`config.mk`:
```
export PLATFORM = sky130hd
export DESIGN_NAME = tdps_div_stage
export DESIGN_NICKNAME = d
export VERILOG_FILES = /design/src/hw/rtl/tdps_pkg.sv /design/src/hw/rtl/tdps_div_stage.sv
export SDC_FILE = /design/constraint.sdc
export NUM_CORES = 1
export LEC_CHECK = 0
export ABC_AREA = 0
export ABC_CLOCK_PERIOD_IN_PS = 3100
export BUFFER_PORTS_ARGS = -buffer_cell sky130_fd_sc_hd__buf_2
export CORE_ASPECT_RATIO = 2
export CORE_MARGIN = 3
export CORE_UTILIZATION = 35
export CTS_BUF_LIST = sky130_fd_sc_hd__clkbuf_16
export DETAILED_ROUTE_END_ITERATION = 6
export SETUP_SLACK_MARGIN = 0.2
export SLEW_MARGIN = 20
export SYNTH_ARGS = -nofsm -noshare
export SYNTH_HDL_FRONTEND = slang
export SYNTH_SLANG_ARGS = --single-unit
```
`constraint.sdc`:
```
create_clock -name clock -period 3.1 [get_ports clock]
set_input_delay 0.62 -clock clock [delete_from_list [all_inputs] [get_ports clock]]
set_output_delay 0.62 -clock clock [all_outputs]
set_load 0.01 [all_outputs]
```
`src/hw/rtl/tdps_pkg.sv`:
```
package tdps_pkg;

   // Configuration register indexes
   localparam logic [2:0] CSR_DIRECT   = 3'd0;
   localparam logic [2:0] CSR_INDIRECT = 3'd1;
   localparam logic [2:0] CSR_LOWER    = 3'd2;
   localparam logic [2:0] CSR_UPPER    = 3'd3;
   localparam logic [2:0] CSR_OFFSET   = 3'd4;
   localparam logic [2:0] CSR_GAIN     = 3'd5;

   localparam logic [15:0] LOWER_RESET = 16'd28815;
   localparam logic [15:0] UPPER_RESET = 16'd30315;
   localparam logic [31:0] GAIN_RESET  = 32'd65536;

   localparam int RANGE_FRAC_BITS_DEF = 16;

   // Luma weights out of 16384 (red and blue swapped upstream)
   localparam logic [13:0] GRAY_R_WT = 14'd1868;
   localparam logic [13:0] GRAY_G_WT = 14'd9617;
   localparam logic [13:0] GRAY_B_WT = 14'd4899;

   // 255 * 255, the common denominator of the heat sum
   localparam logic [15:0] HEAT_SCALE = 16'd65025;

   localparam int REM_W = 45;
   localparam int DEN_W = 33;
   localparam int QUO_W = 9;

   typedef struct packed {
      logic [REM_W-1:0] rem;
      logic [QUO_W-1:0] quo;
      logic             sat;
      logic             zero;
      logic             eqm;
      logic             eqhi;
      logic [15:0]      range;
   } div_type;

   function automatic logic [7:0] gray_of(input logic [7:0] r, input logic [7:0] g,
                                          input logic [7:0] b);
      logic [22:0] s;
      s = 23'(r) * 23'(GRAY_R_WT) + 23'(g) * 23'(GRAY_G_WT) + 23'(b) * 23'(GRAY_B_WT)
          + 23'd8192;
      return s[21:14];
   endfunction

endpackage

```
`src/hw/rtl/tdps_div_stage.sv`:
```
module tdps_div_stage
   import tdps_pkg::*;
#(
   parameter int SHIFT = 0
) (
   input  logic             clock,
   input  logic             load,
   input  logic [DEN_W-1:0] den,
   input  div_type          stage_in,
   output div_type          stage_out
);

   div_type              stage_ff;
   div_type              stage_in_w;
   logic [REM_W-1:0]     trial;

   // Compare and subtract one shifted divisor, set one quotient bit
   always_comb begin
      trial      = REM_W'(den) << SHIFT;
      stage_in_w = stage_in;
      if (stage_in.rem >= trial) begin
         stage_in_w.rem        = stage_in.rem - trial;
         stage_in_w.quo[SHIFT] = 1'b1;
      end
   end

   always_ff @(posedge clock) begin
      if (load) begin
         stage_ff <= stage_in_w;
      end
   end

   assign stage_out = stage_ff;

endmodule

```
After elaboration in Yosys (flattened, before gate mapping)
Cells that the tools add are included.
- register bits after elaboration: 74
- latch bits: 0
- bits in writable memories: 0
- bits in read-only memories: 0
- word-level logic and storage cells: 11
- memories kept: 0
- $add $sub $neg: 1
- multipliers: 0
- divide/modulo/power cells: 0
- order comparisons: 1
- equality and inequality tests: 0
- shift-type cells: 0
- mux-type cells: 1
- bitwise operators: 0
- reductions and logical operators: 0
- operator list (kind ; count):
    >= comparator 45 x 33 -> 1 bit ; 1
    two-way mux 45 bit ; 1
    subtractor 45 x 33 -> 45 bit ; 1

Logic depth before layout (Yosys ltp)
- word-level depth: 2
- depth in mapped cells: 15

Worst setup path before layout
Ideal clock, no wire load.
- path kind: input -> register
- from: input port den[3]
- to: register stage_ff (netlist bit stage_out[32]) (data pin)
- library setup time: 0.262 ns
- data arrival time: 2.693 ns
- required time: 2.838 ns
- path slack: 0.145 ns
- cell stages on the path: 12
- cell sequence: inv_1 -> ha_1 -> a21oi_1 -> nor2b_1 -> o311ai_2 -> nand3_2 -> a21oi_2 -> o41ai_4 -> a21oi_2 -> buf_6 -> buf_6 -> mux2_1
- RTL lines (what ; RTL line ; RTL):
    start: declaration ; tdps_div_stage.sv:8 ; input logic [DEN_W-1:0] den,
    end signal: assignment ; tdps_div_stage.sv:29 ; stage_ff <= stage_in_w;
    end: declaration ; tdps_div_stage.sv:13 ; div_type stage_ff;

==> results.txt <==
- Outcome: complete, no violations
* Routed via count: 4888
- Derived from the worst setup path, the maximum achievable clock frequency is 0.347 GHz.
- CTS placed an instance of sky130_fd_sc_hd__clkbuf_16 at the clock tree root.
- Headroom to the max-slew limit came out at 56.7%.
- Summing the sequential cell areas from Yosys gives 44.0% of the chip area.
* Internal power contribution: 2.28 mW
- Drt drc: 0
* CP required: around 3.2 ns
* Adder-Cell Fraction of Synth Area: 8.57%
- The worst setup path is captured at a flip-flop.
- Entering global routing, the biggest net connects 75 pins.
* Global route overflow: 0
- In this run the worst hold path is classified as input pin to flip-flop.
- Transition time at the pin with the least slew margin: 0.644 ns
- The core region is ~0.014 mm2.
- The die is 176 um tall.
* Detailed-route vias per instance: 4.99
- Layout Area Growth over Synthesis: 46.0%
- Synthesized-area fraction occupied by ao, oa, aoi and oai cells: approximately 18%
- Fraction of the mapped netlist area in simple logic gates: between 10% and 20%
- After synthesis the netlist holds a flip-flop and latch count of 74.
* H-tree level count: 3
- Input and output buffers added on the ports amount to 182.
- Clock-pin slew was measured on the worst setup and hold paths at 0.07 ns.
- The final hold violation count came to 0.
- Power spread over the standard cell area amounts to between 400 and 500 mW/mm2.
- Initial antenna violation count: 0
- Routability-driven placement finished with a final weighted congestion of 0.891.
- Max Fanout on Critical Path: 10
* Most common library cell in the layout ignoring fill and taps: sky130_fd_sc_hd__buf_2
- Cell taking the most area after synthesis: sky130_fd_sc_hd__edfxtp_1
- Inserted Clock Buffers: 9
- Final non-filler cell total: 980
- Power share of the sequential group: 38.8%
- After synthesis the cells add up to 0.00505 mm2.
* Synthesized instance count: 522
- Total power: 3.30 mW
* Die span in x: 90.9 um
* Reported net switching power: 1.02 mW
* Design area: 0.00737 mm2
- The total count of max-transition violations in the final report came to 0.
- Cell total after placement: 955
* Kind of start point of the critical path: input pin
* Top-Level Pins: 183
- The HPWL after detailed placement is 13000 um.
* Overall fraction of global-route tracks in use: 19.5%
- Router iterations before antenna repair: 4
- Most frequent cells in the layout: 182 x sky130_fd_sc_hd__buf_2, 87 x sky130_fd_sc_hd__buf_4, 74 x sky130_fd_sc_hd__edfxtp_1
- Post-synthesis mux area share: 0.620%
* TritonCTS clock tree: yes
* Number of nets produced by synthesis: 665
- Total negative setup slack: 0 ns
- After synthesis, the largest family of logic cells by area is compound AO/OA/AOI/OAI gates.
- Nets: 929
- A synthesized cell averages ~9.7 um2.
- Net switching is 31.0% of the power.
* Post-synth top area share: 44.0%
* Yosys warning count: 0
- Number of diodes added for antenna fixing: 0
- The placed instances occupy a cell area of 0.00675 mm2.
- After detailed routing, the total wire length is 16300 um.
- Clock sink count: between 70 and 80
* Leading cell types by total area after synthesis: sky130_fd_sc_hd__edfxtp_1 44%, sky130_fd_sc_hd__ha_1 8.2%, sky130_fd_sc_hd__nand2_1 5.3%
- Rows: 61
* Final critical-path share of the clock period: 92.9%
* Proportion of power drawn by the clock network: roughly 30%
* First-pass GRT wire length: 24700 um
- Number of DRC violations after detailed-routing iteration 0: 131
* Setup repair after global routing missed its margin: true
* Leak pwr: between 3 and 4 nW
* Remaining antenna violation count: 0
- The netlist uses 60 different library cells.
- The die covers 0.0160 mm2.
- Wirelength per Cell: 16.7 um
- Setup violations remaining at the end of the flow were counted as 0.
* Number of synthesized flops with an enable pin: 74
- Data arrival time at the worst-slack endpoint: slightly below 3 ns
- Min Tclk post-route: between 2 and 3 ns
- Number of global-route vias before repair: 5097
* Fraction of layout cells with a size suffix above 1: a little over two fifths
* Combinational group share of total power: a little under a third
* Max Cap Viol: 0
- Buffers inserted to repair hold after CTS numbered 0.
- Xor and xnor fraction of the mapped netlist area: 7.29%
- Among all flip-flop cells after synthesis, the most frequent one is sky130_fd_sc_hd__edfxtp_1.
- Of all flip-flops after synthesis, the portion carrying an async set or reset was 0%.
* WS Path Type: input pin to flip-flop
- Number of buffers between clock root and the deepest sink: 2
- For this configuration, the core starts out at a cell density of 35.9%.
- The register with the most flip-flops in the layout has 74 of them.
- IR analysis of the VDD net gives a maximum drop of 0.231 mV.
## routing by layer
layer	vias to the layer above	wire (um)	share of wire, %	global-route usage, %
li1	2421	-	-	-
met1	2282	5320	33	17.2
met2	153	9680	59	40.6
met3	32	722	4.4	3.21
met4	0	615	3.8	9.26
met5	-	0	0	0
## what timing repair did
action	CTS	global route
setup endpoints to repair	25	32
setup buffers	1	7
resized for setup	10	41
cloned	0	1
pin swaps	1	15
## area by class of cell
cell class,count,area [um2]
clock buffer,9,225
clock inverter,7,52.6
fill,1398,6670
inverter,40,150
multi-input combinational,386,2810
sequential,74,2220
tap,189,236
timing repair buffer,275,1670
## synthesized netlist by cell type (2+ instances only)
| master | count |
|---|---|
| sky130_fd_sc_hd__a2111oi_2 | 3 |
| sky130_fd_sc_hd__o21ai_1 | 17 |
| sky130_fd_sc_hd__o211ai_1 | 5 |
| sky130_fd_sc_hd__or3_1 | 3 |
| sky130_fd_sc_hd__edfxtp_1 | 74 |
| sky130_fd_sc_hd__a21oi_2 | 2 |
| sky130_fd_sc_hd__nand2b_1 | 5 |
| sky130_fd_sc_hd__buf_4 | 5 |
| sky130_fd_sc_hd__a31oi_1 | 4 |
| sky130_fd_sc_hd__nor3_1 | 13 |
| sky130_fd_sc_hd__a21oi_1 | 43 |
| sky130_fd_sc_hd__a21o_1 | 6 |
| sky130_fd_sc_hd__nor2_1 | 24 |
| sky130_fd_sc_hd__ha_1 | 33 |
| sky130_fd_sc_hd__xor2_1 | 24 |
| sky130_fd_sc_hd__buf_6 | 3 |
| sky130_fd_sc_hd__nand4_1 | 8 |
| sky130_fd_sc_hd__xnor2_1 | 18 |
| sky130_fd_sc_hd__o21bai_1 | 3 |
| sky130_fd_sc_hd__nor3_2 | 2 |
| sky130_fd_sc_hd__nand3b_1 | 2 |
| sky130_fd_sc_hd__nor2b_1 | 3 |
| sky130_fd_sc_hd__and3_1 | 4 |
| sky130_fd_sc_hd__or3_4 | 3 |
| sky130_fd_sc_hd__buf_2 | 10 |
| sky130_fd_sc_hd__o21ai_0 | 40 |
| sky130_fd_sc_hd__a31o_2 | 2 |
| sky130_fd_sc_hd__nor4_1 | 7 |
| sky130_fd_sc_hd__nand2_1 | 71 |
| sky130_fd_sc_hd__nand3_1 | 8 |
| sky130_fd_sc_hd__o21a_1 | 4 |
| sky130_fd_sc_hd__inv_1 | 40 |
| sky130_fd_sc_hd__clkbuf_1 | 3 |
| sky130_fd_sc_hd__and4_1 | 3 |
| sky130_fd_sc_hd__mux2i_1 | 2 |
## power groups by stage
stage	clock network, mW	registers (mW)	logic, mW
after global placement	0	1.30	0.967
after detailed placement	0	1.30	0.974
after CTS	1.02	1.28	0.989
final	0.989	1.28	1.03
after floorplan	0	1.37	0.427
after global routing	1.05	1.29	1.13
## logic make-up after synthesis
| group | after synthesis |
|---|---|
| AND/OR/NAND/NOR | 164 |
| AO/OA/AOI/OAI | 143 |
| XOR/XNOR | 42 |
| flip-flops | 74 |
| buffers and inverters | 62 |
| adder cells (fa/ha/maj) | 34 |
| multiplexers | 3 |
## final timing paths
| check | startpoint | slack (ns) | cells past startpoint | to |
|---|---|---|---|---|
| worst max-delay path | den[16] | 0.22 | 13 | stage_out[72] |
| worst min-delay path | stage_in[1] | 0.46 | 1 | stage_out[1] |
## metrics by stage
stage / util, % / hold slack [ns] / setup slack (ns)
global placement: 48.0 / 0.797 / -0.310
CTS: 50.3 / 0.449 / 0.205
floorplan: - / 0.719 / 0.188
global route: 52.5 / 0.442 / 0.0884
detailed placement: 48.0 / 0.799 / -0.294
finish: 52.5 / 0.460 / 0.221
## critical path, stage by stage
cell	delay, ns
sky130_fd_sc_hd__buf_2	0.07
sky130_fd_sc_hd__inv_1	0.06
sky130_fd_sc_hd__ha_4	0.31
sky130_fd_sc_hd__nand2_1	0.07
sky130_fd_sc_hd__o21ai_2	0.19
sky130_fd_sc_hd__a21oi_1	0.09
sky130_fd_sc_hd__nor3_2	0.25
sky130_fd_sc_hd__a21oi_4	0.11
sky130_fd_sc_hd__o41ai_4	0.37
sky130_fd_sc_hd__a21oi_4	0.13
sky130_fd_sc_hd__buf_12	0.17
sky130_fd_sc_hd__a2111oi_4	0.38
sky130_fd_sc_hd__xor2_1	0.11
(Power assumes the default switching activity.)
